==> config.mk <==
export PLATFORM = sky130hd
export DESIGN_NAME = pre_decoder
export DESIGN_NICKNAME = d
export VERILOG_FILES = /design/src/hdl/pre_pkg.sv /design/src/hdl/pre_decoder.sv
export SDC_FILE = /design/constraint.sdc
export NUM_CORES = 1
export LEC_CHECK = 0
export BUFFER_PORTS_ARGS = -buffer_cell sky130_fd_sc_hd__buf_2
export CAP_MARGIN = 20
export CORE_AREA = 3 3 240 242
export DETAILED_ROUTE_END_ITERATION = 16
export DIE_AREA = 0 0 243 245
export PLACE_DENSITY = 0.52
export SLEW_MARGIN = 20
export SYNTH_ARGS = -nofsm -noshare
export SYNTH_HDL_FRONTEND = slang
export SYNTH_SLANG_ARGS = --single-unit
==> constraint.sdc <==
create_clock -name clock -period 4.2 [get_ports clock]
set_input_delay 0.63 -clock clock [delete_from_list [all_inputs] [get_ports clock]]
set_output_delay 0.63 -clock clock [all_outputs]
set_load 0.01 [all_outputs]
==> src/hdl/pre_pkg.sv <==
// pre_pkg: shared types, constants and divide-by-constant helpers for the
// plural rule evaluator. No dependencies.
package pre_pkg;

   localparam int MAX_TERMS  = 11;
   localparam int TERM_W     = 4;
   localparam int WORD_BYTES = 32;
   localparam int LEN_W      = 6;
   localparam int CNT_W      = 32;
   localparam int LEAD_W     = 10;
   localparam int FORM_W     = 5;
   localparam int CSR_IDX_W  = 3;
   localparam int CSR_DATA_W = 64;

   // opcode fields
   localparam logic [2:0] CMP_EQ      = 3'd1;
   localparam logic [2:0] CMP_LT      = 3'd2;
   localparam logic [2:0] CMP_LE      = 3'd3;
   localparam logic [2:0] CMP_BETWEEN = 3'd4;
   localparam int OP_NOT_BIT   = 3;
   localparam int OP_MOD10_BIT = 4;
   localparam int OP_MOD100_BIT = 5;
   localparam int OP_LEAD_BIT  = 6;
   localparam int OP_LMASK_BIT = 7;

   // connector bytes
   localparam logic [7:0] CON_AND = 8'hFD;
   localparam logic [7:0] CON_OR  = 8'hFE;
   localparam logic [7:0] CON_NEW = 8'hFF;

   typedef enum logic [CSR_IDX_W-1:0] {
      CSR_RULE_LENGTH = 3'd0,
      CSR_RULE_WORD_0 = 3'd1,
      CSR_RULE_WORD_1 = 3'd2,
      CSR_RULE_WORD_2 = 3'd3,
      CSR_RULE_WORD_3 = 3'd4
   } csr_index_type;

   typedef enum logic [2:0] {
      DEC_IDLE,
      DEC_START,
      DEC_OP,
      DEC_R1,
      DEC_R2,
      DEC_CON
   } dec_state_type;

   // decoded rule program, one slot per term
   typedef struct packed {
      logic [MAX_TERMS-1:0][7:0]        op;
      logic [MAX_TERMS-1:0][7:0]        r1;
      logic [MAX_TERMS-1:0][7:0]        r2;
      logic [MAX_TERMS-1:0][TERM_W-1:0] gid;
      logic [MAX_TERMS-1:0][TERM_W-1:0] rid;
      logic [TERM_W-1:0]                term_count;
      logic [TERM_W-1:0]                rule_count;
      logic                             valid;
      logic                             empty;
   } prog_type;

   // reduced views of one count
   typedef struct packed {
      logic [CNT_W-1:0]  n;
      logic [6:0]        r100;
      logic [3:0]        r10;
      logic [LEAD_W-1:0] lead;
      logic              nocnt;
   } red_type;

   // floor(x / 1000) by reciprocal multiply, exact for 32-bit x
   function automatic logic [CNT_W-1:0] div1000(input logic [CNT_W-1:0] x);
      logic [63:0] p;
      p = 64'(x) * 64'd274877907;
      return CNT_W'(p >> 38);
   endfunction

   // floor(x / 100) by reciprocal multiply, exact for 32-bit x
   function automatic logic [CNT_W-1:0] div100(input logic [CNT_W-1:0] x);
      logic [63:0] p;
      p = 64'(x) * 64'd1374389535;
      return CNT_W'(p >> 37);
   endfunction

   // one step of stripping a thousands group
   function automatic logic [CNT_W-1:0] lead_step(input logic [CNT_W-1:0] x);
      return (x >= CNT_W'(1000)) ? div1000(x) : x;
   endfunction

   // x mod 10 for x below 100
   function automatic logic [3:0] mod10_small(input logic [6:0] x);
      logic [17:0] p;
      logic [6:0]  q;
      p = 18'(x) * 18'd205;
      q = 7'(p >> 11);
      return 4'(x - 7'(q * 7'd10));
   endfunction

endpackage

==> src/hdl/pre_decoder.sv <==
// pre_decoder: walks the rule bytes one per cycle after a register write,
// checks the program and builds the per-term table. Uses pre_pkg.
module pre_decoder #(
   parameter int RULE_BYTES = 32
) (
   input  logic                                        clock,
   input  logic                                        reset,
   input  logic                                        start,
   input  logic [pre_pkg::LEN_W-1:0]                   rule_length,
   input  logic [pre_pkg::WORD_BYTES-1:0][7:0]         rule_bytes,
   output logic                                        busy,
   output pre_pkg::prog_type                           prog
);

   localparam int LEN_CAP = (RULE_BYTES < pre_pkg::WORD_BYTES) ?
                            RULE_BYTES : pre_pkg::WORD_BYTES;

   // empty program after reset: valid, no terms
   localparam pre_pkg::prog_type PROG_RESET = '{valid: 1'b1, empty: 1'b1, default: '0};

   pre_pkg::dec_state_type          state_ff, state_in;
   pre_pkg::prog_type               prog_ff, prog_in;
   logic [pre_pkg::LEN_W-1:0]       pos_ff, pos_in;
   logic [pre_pkg::TERM_W-1:0]      term_ff, term_in;
   logic [pre_pkg::TERM_W-1:0]      gid_ff, gid_in;
   logic [pre_pkg::TERM_W-1:0]      rid_ff, rid_in;
   logic [pre_pkg::LEN_W-1:0]       len_eff;
   logic [pre_pkg::LEN_W-1:0]       pos_next;
   logic [7:0]                      cur_byte;
   logic                            last;
   logic                            op_bad;
   logic                            between;
   logic                            con_ok;

   // saturated length and byte fetch
   assign len_eff  = (rule_length > pre_pkg::LEN_W'(LEN_CAP)) ?
                     pre_pkg::LEN_W'(LEN_CAP) : rule_length;
   assign cur_byte = rule_bytes[pos_ff[pre_pkg::LEN_W-2:0]];
   assign pos_next = pos_ff + 1'b1;
   assign last     = (pos_next >= len_eff);
   assign op_bad   = cur_byte[pre_pkg::OP_LMASK_BIT] || last || (cur_byte[2:0] == 3'd0);
   assign between  = (prog_ff.op[term_ff][2:0] == pre_pkg::CMP_BETWEEN);
   assign con_ok   = (cur_byte == pre_pkg::CON_AND) || (cur_byte == pre_pkg::CON_OR) ||
                     (cur_byte == pre_pkg::CON_NEW);

   // next state
   always_comb begin
      state_in = state_ff;
      if (start) begin
         state_in = pre_pkg::DEC_START;
      end else begin
         unique case (state_ff)
            pre_pkg::DEC_IDLE:  state_in = pre_pkg::DEC_IDLE;
            pre_pkg::DEC_START: state_in = (len_eff == '0) ? pre_pkg::DEC_IDLE : pre_pkg::DEC_OP;
            pre_pkg::DEC_OP:    state_in = op_bad ? pre_pkg::DEC_IDLE : pre_pkg::DEC_R1;
            pre_pkg::DEC_R1: begin
               if (last) state_in = pre_pkg::DEC_IDLE;
               else if (between) state_in = pre_pkg::DEC_R2;
               else state_in = pre_pkg::DEC_CON;
            end
            pre_pkg::DEC_R2:    state_in = last ? pre_pkg::DEC_IDLE : pre_pkg::DEC_CON;
            pre_pkg::DEC_CON:   state_in = (!con_ok || last) ? pre_pkg::DEC_IDLE : pre_pkg::DEC_OP;
            default:            state_in = pre_pkg::DEC_IDLE;
         endcase
      end
   end

   // table and walk registers
   always_comb begin
      prog_in = prog_ff;
      pos_in  = pos_ff;
      term_in = term_ff;
      gid_in  = gid_ff;
      rid_in  = rid_ff;
      unique case (state_ff)
         pre_pkg::DEC_START: begin
            pos_in             = '0;
            term_in            = '0;
            gid_in             = '0;
            rid_in             = '0;
            prog_in.empty      = (len_eff == '0);
            prog_in.valid      = (len_eff == '0);
            prog_in.term_count = '0;
            prog_in.rule_count = '0;
         end
         pre_pkg::DEC_OP: begin
            prog_in.op[term_ff] = cur_byte;
            pos_in              = pos_next;
         end
         pre_pkg::DEC_R1: begin
            prog_in.r1[term_ff]  = cur_byte;
            prog_in.r2[term_ff]  = '0;
            prog_in.gid[term_ff] = gid_ff;
            prog_in.rid[term_ff] = rid_ff;
            pos_in               = pos_next;
            if (last && !between) begin
               prog_in.valid      = 1'b1;
               prog_in.term_count = term_ff + 1'b1;
               prog_in.rule_count = rid_ff + 1'b1;
            end
         end
         pre_pkg::DEC_R2: begin
            prog_in.r2[term_ff] = cur_byte;
            pos_in              = pos_next;
            if (last) begin
               prog_in.valid      = 1'b1;
               prog_in.term_count = term_ff + 1'b1;
               prog_in.rule_count = rid_ff + 1'b1;
            end
         end
         pre_pkg::DEC_CON: begin
            pos_in = pos_next;
            if (con_ok && !last) begin
               term_in = term_ff + 1'b1;
               if (cur_byte != pre_pkg::CON_AND) gid_in = gid_ff + 1'b1;
               if (cur_byte == pre_pkg::CON_NEW) rid_in = rid_ff + 1'b1;
            end
         end
         default: begin
            prog_in = prog_ff;
         end
      endcase
   end

   always_ff @(posedge clock) begin
      if (reset) begin
         state_ff <= pre_pkg::DEC_IDLE;
         prog_ff  <= PROG_RESET;
         pos_ff   <= '0;
         term_ff  <= '0;
         gid_ff   <= '0;
         rid_ff   <= '0;
      end else begin
         state_ff <= state_in;
         prog_ff  <= prog_in;
         pos_ff   <= pos_in;
         term_ff  <= term_in;
         gid_ff   <= gid_in;
         rid_ff   <= rid_in;
      end
   end

   assign busy = (state_ff != pre_pkg::DEC_IDLE);
   assign prog = prog_ff;

endmodule

# Yosys cells after proc, flatten, opt, wreduce, memory -nomap -nowiden
# Cells that the tools add are included.
# totals
reg_bits	383
in_bits	265
output_inout_bits	363
elab_cells	150
# op_classes
n_addsub	4
magnitude_cmp	5
n_eq_ne	15
muxes	35
bitwise_logic	2
reduce_logical	24
# ops
cell	n
$bwmux W88	3
$pmux W88 S2	1
$and A88 B88 Y88	1
$bwmux W44	2
$not A88 Y88	1
$bmux W8 S5	1
$bmux W8 S4	1
$demux W8 S4	1
$pmux W9 S3	1
$eq A8 B8 Y1 const B	3
$mux W4	6
$pmux W4 S2	3
$mux W9	2
$demux W4 S4	1
$mux W8	2
$pmux W3 S5	1
$add A4 B1 Y4 const B	3
$pmux W6 S2	1
$ne A2 B2 Y1 const B	5
$eq A3 B3 Y1 const B	3
$mux W3	3
$reduce_and A3 Y1	3
$ne A8 B8 Y1 const B	1
$add A6 B1 Y6 const B	1
20 further kinds	35

# Logic depth before layout (Yosys ltp)
# Gate-level depths: netlist of run 1.
# depth
word_depth	10
mapped_depth	18
mapped_depth_nobuf	11

# Worst setup path before layout of run 1
# No wires, ideal clock.
# synth_path
path_type	reg-to-reg
start	register pos_ff[2] in the netlist's numbering
end	register gid_ff[3] in the netlist's numbering
arrival_time_ps	3902
t_required_ps	4125
slack_ps	224
path_stages_with_launch	19
path_buffers	8
cell_sequence	dfxtp_1 buf_6 buf_8 buf_8 buf_8 buf_12 buf_4 clkbuf_1 nand2_1 nor2_1 xor2_1 ha_1 a21oi_1 o31ai_1 or4b_1 buf_6 or2_4 or4_1 a31oi_1
# synth_between
elab_chain_cells	8
# synth_rtl
item	line_no	rtl
from (decl)	pre_decoder.sv:23	logic [pre_pkg::LEN_W-1:0] pos_ff, pos_in;
from (signal assigned)	pre_decoder.sv:136	pos_ff <= pos_in;
parallel branches: the longest is 7 deep, another holds $add A6 B1 Y6	-	
$reduce_and A3 Y1 (no source line) *	-	
to (signal assigned)	pre_decoder.sv:138	gid_ff <= gid_in;
to (decl)	pre_decoder.sv:25	logic [pre_pkg::TERM_W-1:0] gid_ff, gid_in;
# Every way passes the cells marked *. The select of a mux whose other input is x is not followed.
# A chain may end at the register's enable or synchronous reset.

# Worst setup path after layout of run 1
# layout_path
start	register pos_ff[1] in the netlist's numbering
end	register gid_ff[3] in the netlist's numbering
# The elaborated chain is that of the path after synthesis.

==> results of run 1 <==
layer usage:
layer | part of all wire (%) | vias to the layer above | global-route usage (%)
li1 | - | 7802 | -
met1 | 44 | 8128 | 33.4
met2 | 46 | 624 | 40.0
met3 | 6.7 | 113 | 5.28
met4 | 2.3 | 10 | 6.26
met5 | 0.086 | - | 0
metrics by stage:
stage                     instance area [um^2]  setup slack [ns]  instances  util (%)
after floorplan                          16600             0.224       1917         -
after global placement                   20200             0.383       3176      36.5
after global routing                     21600             0.371       3254      39.1
after detailed placement                 20200             0.388       3176      36.5
final                                    21600             0.544       3255      39.1
after CTS                                21600             0.551       3254      39.1
registers in the layout, summed over array words and instances, names as in the netlist:
name,cells
gid_ff,4
term_ff,4
prog,362
pos_ff,6
rid_ff,4
state_ff,3
synth_stat cells, drive strengths merged (5+ instances only):
| master | count |
|---|---|
| dfxtp | 383 |
| nor2 | 338 |
| nand2 | 307 |
| a21oi | 226 |
| clkbuf | 133 |
| a211oi | 93 |
| nor3 | 86 |
| mux4 | 58 |
| nand3 | 44 |
| a22oi | 41 |
| buf | 31 |
| mux2i | 30 |
| ha | 13 |
| nor2b | 11 |
| a31oi | 10 |
| nand2b | 10 |
| o21ai | 9 |
| inv | 7 |
| a2111oi | 6 |
| and2 | 6 |
| xor2 | 6 |
| a221oi | 5 |
| mux2 | 5 |
| nand3b | 5 |
| nor4b | 5 |
power breakdown:
| part | internal, W | switching (W) | leakage (nW) | total (W) |
|---|---|---|---|---|
| clock | 0.00227 | 0.00154 | 0.699 | 0.00381 |
| combinational | 0.000175 | 0.000254 | 5.13 | 0.000428 |
| sequential | 0.00364 | 0.00000417 | 3.09 | 0.00364 |
final cells by class:
cell class                      count  area [um^2]  share of cell area (%)
Clock buffer                       61         1220                    5.62
Tap cell                          748          936                    4.32
Sequential cell                   383         7670                    35.5
Multi-Input combinational cell   1361         8040                    37.1
Inverter                            8         30.0                   0.139
Timing Repair Buffer              676         3540                    16.4
Clock inverter                     17          210                   0.971
Antenna cell                        1         2.50                  0.0116
final timing paths:
path                                    end       from
worst max-delay path              gid_ff[3]  pos_ff[1]
worst min-delay path            state_ff[0]      start
worst max register to register    gid_ff[3]  pos_ff[1]
worst min register to register     prog[52]   prog[52]
logic make-up after synthesis:
group | count (synthesis) | synth area share [%]
AND/OR/NAND/NOR | 839 | 21.4
AO/OA/AOI/OAI | 408 | 15.0
buffers and inverters | 173 | 5.48
flip-flops | 383 | 46.3
adder cells (fa/ha/maj) | 13 | 0.983
multiplexers | 93 | 10.4
XOR/XNOR | 8 | 0.423
critical path: stages, from the launching register on:
cell	delay, ns
dfxtp_2	0.59
buf_4	0.30
mux4_1	0.25
and2_1	0.13
a2111oi_0	0.09
or4_4	0.52
or4b_1	0.68
or2_4	0.33
or4_1	0.50
a31oi_1	0.17
==> impl_metrics.ini, run 1 <==
[timing]
finalSetupViolCount = 0
rsz0062_at_grt = false
hold_ws_ns = 0.350
period_minus_slack_ns = 3.66
slew_headroom_pct = 29.1
max_freq_mhz = 274
fin_setup_tns_ns = 0
min_period_over_period_pct = 87.0
drv_slew = 0
worstMarginPinSlew_ns = 1.06
clock_skew_ns = 0.0221
hold_viol = 0

[floorplan]
dieArea_um2 = 59500
die_h_um = 245
row_count = 86
start_util_pct = 29.9
placeableCoreArea_um2 = 55300
ioPinCount = 628
die_w_um = 243

[synthesis]
synth_top_cell_by_area = dfxtp_1
synth_top_cell_area_share_pct = 46.3
syn_area_per_cell_um2 = 8.64
ys_seq_elements = 383
ys_seq_area_share_pct = 46.3
synth_edf_count = 0
ys_types = 63
synth_nets = 2195
synth_flop_cell = dfxtp_1
synth_area_leaders = dfxtp_1 (46%), nor2_1 (7.7%), nand2_1 (7.0%), a21oi_1 (6.8%), mux4_2 (5.7%)
syn_area_um2 = 16600
synth_cells = 1917
yosysWarnings = 0
async_reset_ff_share_pct = 0

[clocking]
post-cts-setup-buffers = 0
clk_latency_ns = 0.56
cts_tree = built
cts_resized = 0
cts_sinks = 383
clk_path_buf_depth = 3
clk_pin_slew_worst_paths_ns = 0.06
numCtsBuffers = 43
cts_max_level = 2
postCtsHoldBufs = 0
cts_root_buf = clkbuf_16

[cells_and_area]
drive_above_1_share_pct = 32.5
final_cell_mix = buf_2 (626), dfxtp_1 (380), nor2_1 (329)
num-nets-final = 2751
fillers = 5786
final_common_cell = buf_2
area_growth_syn_to_layout_pct = 30.8

[critical_path]
rr_worst_depth = 9
required_ns = 4.66
worstPathMaxFanout = 16
cp-start-kind = flip-flop
cp.arrival_ns = 4.12
path_class = reg2reg
r2r_slack_ns = 0.54
cp-end-kind = flip-flop

[global_route]
grt_pass1_wl_um = 110000
overflow = 0
antenna_found_initial = 8
track_usage_pct = 24.6
grt_start_max_net_pins = 156
grt_pass1_vias = 15900

[hold_path]
hp-class = in2reg
hold_depth = 3

[power]
power_w = 0.00788
irDropWorstVdd_uv = 260
power_density_nw_per_um2 = 364
power.leakage_nw = 8.92

[status]
outcome = complete, no violations

[drt]
firstDrtPassIters = 6
route.antenna.remaining_nets = 0
drc = 0
drt_first_iter_violations = 1312
drt-total-wl_um = 76400
vias = 16700
wl_per_cell_um = 23.5
routed_via_density = 5.12

[placed_design]
portBuffers = 627
dp_hpwl_um = 57700
place.gp.congestion = 0.976

[flow_run]
maxCapViolations = 0
Note: power is estimated with default switching activity, not from simulation.
==> run 2: changes to the inputs <==
Settings changed: BUFFER_PORTS_ARGS -buffer_cell sky130_fd_sc_hd__buf_2 to -buffer_cell sky130_fd_sc_hd__clkbuf_2.
==> impl_metrics.ini, run 2 (synthesis results as in run 1) <==
[status]
outcome = complete, no violations

[global_route]
grt_pass1_vias = 15800
track_usage_pct = 24.5
grt_pass1_wl_um = 110000
grt_start_max_net_pins = 170
overflow = 0
antenna_found_initial = 6

[floorplan]
ioPinCount = 628
start_util_pct = 29.9
row_count = 86
die_h_um = 245
placeableCoreArea_um2 = 55300
die_w_um = 243
dieArea_um2 = 59500

[drt]
vias = 16600
drc = 0
route.antenna.remaining_nets = 0
routed_via_density = 5.13
drt_first_iter_violations = 1271
drt-total-wl_um = 75900
wl_per_cell_um = 23.4
firstDrtPassIters = 8

[timing]
setup_slack_ns = 0.536
hold_viol = 0
clock_skew_ns = 0.0105
worstMarginPinSlew_ns = 1.02
period_minus_slack_ns = 3.66
max_freq_mhz = 273
finalSetupViolCount = 0
rsz0062_at_grt = false
min_period_over_period_pct = 87.2
fin_setup_tns_ns = 0
slew_headroom_pct = 31.7
hold_ws_ns = 0.331
drv_slew = 0

[critical_path]
cp.arrival_ns = 4.14
r2r_slack_ns = 0.54
cp-start-kind = flip-flop
cp-end-kind = flip-flop
reg2reg_to = gid_ff[3]
worstPathMaxFanout = 41
r2r-start = pos_ff[2]
rr_worst_depth = 9
required_ns = 4.67
path_class = reg2reg

[cells_and_area]
num-nets-final = 2747
multi_input_area_um2 = 8030
area_growth_syn_to_layout_pct = 30.4
largest_reg_flops = 362
final_cell_mix = clkbuf_2 (626), dfxtp_1 (380), nor2_1 (330)
fillers = 5750
ff_latch_area_um2 = 7670
drive_above_1_share_pct = 32.3
final_common_cell = clkbuf_2

[clocking]
post-cts-setup-buffers = 0
clk_latency_ns = 0.56
numCtsBuffers = 43
cts_tree = built
cts_sinks = 383
clk_path_buf_depth = 3
cts_resized = 0
postCtsHoldBufs = 0
clk_pin_slew_worst_paths_ns = 0.06
cts_max_level = 2
cts_root_buf = clkbuf_16

[hold_path]
hp-class = in2reg
hold_depth = 3
hold_start = start
hold_end = state_ff[0]

[placed_design]
place.gp.congestion = 1.01
portBuffers = 627
place_ws_ns = 0.454
dp_hpwl_um = 56900

[power]
power_w = 0.00776
irDropWorstVdd_uv = 296
power.leakage_nw = 8.59
power_density_nw_per_um2 = 360

[flow_run]
maxCapViolations = 0
-- run 2: final cells by class --
cell class / instances / area share, %
antenna: 1 / 0.0116
timing repair buffer: 672 / 16.4
inverter: 8 / 0.139
clock inverter: 10 / 0.557
multi-input combinational: 1361 / 37.2
sequential: 383 / 35.6
clock buffer: 63 / 5.76
tap: 748 / 4.34
-- run 2: worst max path at each step --
stage	cells past startpoint	from	endpoint	slack [ns]
after floorplan	18	pos_ff[2]	gid_ff[3]	0.22
after CTS	9	pos_ff[2]	gid_ff[3]	0.55
final	9	pos_ff[2]	gid_ff[3]	0.54
after detailed placement	11	rule_length[0]	gid_ff[3]	0.45
after global placement	11	rule_length[0]	gid_ff[3]	0.40
after global routing	9	pos_ff[2]	gid_ff[3]	0.36
-- run 2: per-layer routing --
metal	vias to the layer above	global-route usage, %	routed length [um]
met5	-	0	40
met4	4	5.66	1770
met3	102	5.55	5520
met2	629	39.8	34900
met1	8120	33.1	33600
li1	7794	-	-
-- run 2: worst max-delay path, stage by stage (launching register included) --
cell	delay, ns
dfxtp_4	0.72
buf_4	0.35
mux2i_1	0.12
a221oi_1	0.33
o21ai_0	0.20
a31oi_4	0.21
or4b_1	0.61
or2_4	0.32
or4_1	0.50
a31oi_1	0.18
-- run 2: where the power goes --
part           switching [W]  internal [W]  total (W)
logic               0.000250      0.000176   0.000426
clock network        0.00153       0.00217    0.00370
registers         0.00000346       0.00364    0.00364
total                0.00178       0.00598    0.00776
-- run 2: per-stage QoR --
step	cells	area (um^2)	util (%)
final	3246	21600	39.0
after floorplan	1917	16600	-
after global placement	3171	20200	36.5
after CTS	3244	21600	39.0
after global routing	3246	21600	39.0
after detailed placement	3171	20200	36.5
==> run 3: changes to the inputs <==
Settings changed: CELL_PAD_IN_SITES_DETAIL_PLACEMENT set to 1, CELL_PAD_IN_SITES_GLOBAL_PLACEMENT set to 1, CORE_AREA 3 3 240 242 to 3 3 246 248, DIE_AREA 0 0 243 245 to 0 0 249 251, PLACE_DENSITY 0.52 to 0.63.
Clock period 4.2 ns to 3.7 ns, I/O delays scaled along.
==> impl_metrics.ini, run 3 (synthesis results as in run 1) <==
[drt]
drt_first_iter_violations = 976
drc = 0
routed_via_density = 5.12
vias = 16900
firstDrtPassIters = 4
route.antenna.remaining_nets = 0
drt-total-wl_um = 81100
wl_per_cell_um = 24.6

[cells_and_area]
largest_reg_flops = 362
fin_area_um2 = 21900
area_growth_syn_to_layout_pct = 32.3
ff_latch_area_um2 = 7670
num-nets-final = 2767
final_cell_mix = clkbuf_2 (626), dfxtp_1 (380), nor2_1 (330)
fillers = 7098
drive_above_1_share_pct = 33.1
multi_input_area_um2 = 8070
final_common_cell = clkbuf_2
postLayoutCoreUtil_pct = 37.3

[placed_design]
dp_hpwl_um = 61400
place.gp.congestion = 1.00
portBuffers = 627
placed_area_um2 = 20400

[timing]
drv_slew = 0
worstMarginPinSlew_ns = 0.899
hold_viol = 0
fin_setup_tns_ns = 0
slew_headroom_pct = 40.0
period_minus_slack_ns = 3.49
rsz0062_at_grt = false
clock_skew_ns = 0.0366
finalSetupViolCount = 0
min_period_over_period_pct = 94.3
max_freq_mhz = 287

[critical_path]
path_class = reg2reg
worstPathMaxFanout = 33
cp-start-kind = flip-flop
cp-end-kind = flip-flop
required_ns = 4.16
cp.arrival_ns = 3.95

[floorplan]
dieArea_um2 = 62500
die_h_um = 251
row_count = 89
start_util_pct = 28.2
placeableCoreArea_um2 = 58700
die_w_um = 249
ioPinCount = 628

[power]
switchingPower_w = 0.00209
p_sw_share_pct = 23.1
irDropWorstVdd_uv = 274
seqPwrFrac_pct = 45.5
power_w = 0.00907
power_density_nw_per_um2 = 414
power_frac_comb_pct = 5.4
power.leakage_nw = 8.77
pwr-share-clk_pct = 49.0
intPower_w = 0.00698

[global_route]
overflow = 0
grt_pass1_vias = 17400
antenna_found_initial = 11
grt_pass1_wl_um = 118000
grt_start_max_net_pins = 147
track_usage_pct = 25.1

[clocking]
clk_pin_slew_worst_paths_ns = 0.06
cts_max_level = 2
clk_path_buf_depth = 3
numCtsBuffers = 44
cts_tree = built
clk_latency_ns = 0.58
cts_root_buf = clkbuf_16
post-cts-setup-buffers = 0
cts_sinks = 383

[status]
outcome = complete, no violations

[hold_path]
hp-class = in2reg

[flow_run]
maxCapViolations = 0
[run 3: worst paths after layout]
kind              slack (ns)  cells past startpoint     endpoint      start
setup / recovery        0.21                      9    gid_ff[2]  pos_ff[2]
hold / removal          0.29                      3  state_ff[0]      start
setup reg to reg        0.21                      9    gid_ff[2]  pos_ff[2]
hold reg to reg         0.46                      2     prog[25]   prog[25]
[run 3: power by group through the flow]
stage	Clock, W	Sequential, W	Combinational, W
2_1_floorplan	0	0.00422	0.000225
3_3_place_gp	0	0.00422	0.000487
3_5_place_dp	0	0.00422	0.000493
4_1_cts	0.00457	0.00413	0.000496
5_1_grt	0.00473	0.00413	0.000528
6_report	0.00445	0.00413	0.000494
[run 3: timing repair]
item	CTS	global route
gates resized for setup	0	1
hold buffers	0	0
setup endpoints to repair	0	2
[run 3: area by class of cell]
type | count | area share [%]
multi-input combinational | 1361 | 36.9
clock buffer | 72 | 6.20
timing repair buffer | 691 | 16.8
clock inverter | 8 | 0.503
tap | 773 | 4.42
sequential | 383 | 35.0
antenna | 6 | 0.0685
inverter | 8 | 0.137
[run 3: worst max-delay path, stage by stage, from the launching register on]
cell and delay, ns:
dfxtp_4 0.67, buf_4 0.29, xor2_1 0.19, ha_1 0.27
a211oi_2 0.28, o31ai_4 0.12, or4b_1 0.70, or2_4 0.32
or3_1 0.34, a211oi_1 0.22
[run 3: metal layers]
layer | share of wire (%) | wire length (um) | up-vias | global-route usage (%)
met2 | 47 | 38100 | 503 | 41.4
met1 | 43 | 35000 | 8439 | 32.0
li1 | - | - | 7839 | -
met4 | 2.8 | 2300 | 14 | 7.40
met5 | 0.12 | 98 | - | 0
met3 | 7.0 | 5640 | 120 | 7.03
[run 3: stage by stage]
| step | instances | setup slack [ns] | hold slack (ns) |
|---|---|---|---|
| 2_1_floorplan | 1917 | 0.0577 | 0.462 |
| 3_3_place_gp | 3216 | 0.175 | 0.444 |
| 3_5_place_dp | 3216 | 0.134 | 0.447 |
| 4_1_cts | 3296 | 0.142 | 0.253 |
| 5_1_grt | 3298 | 0.0370 | 0.270 |
| 6_report | 3302 | 0.210 | 0.288 |
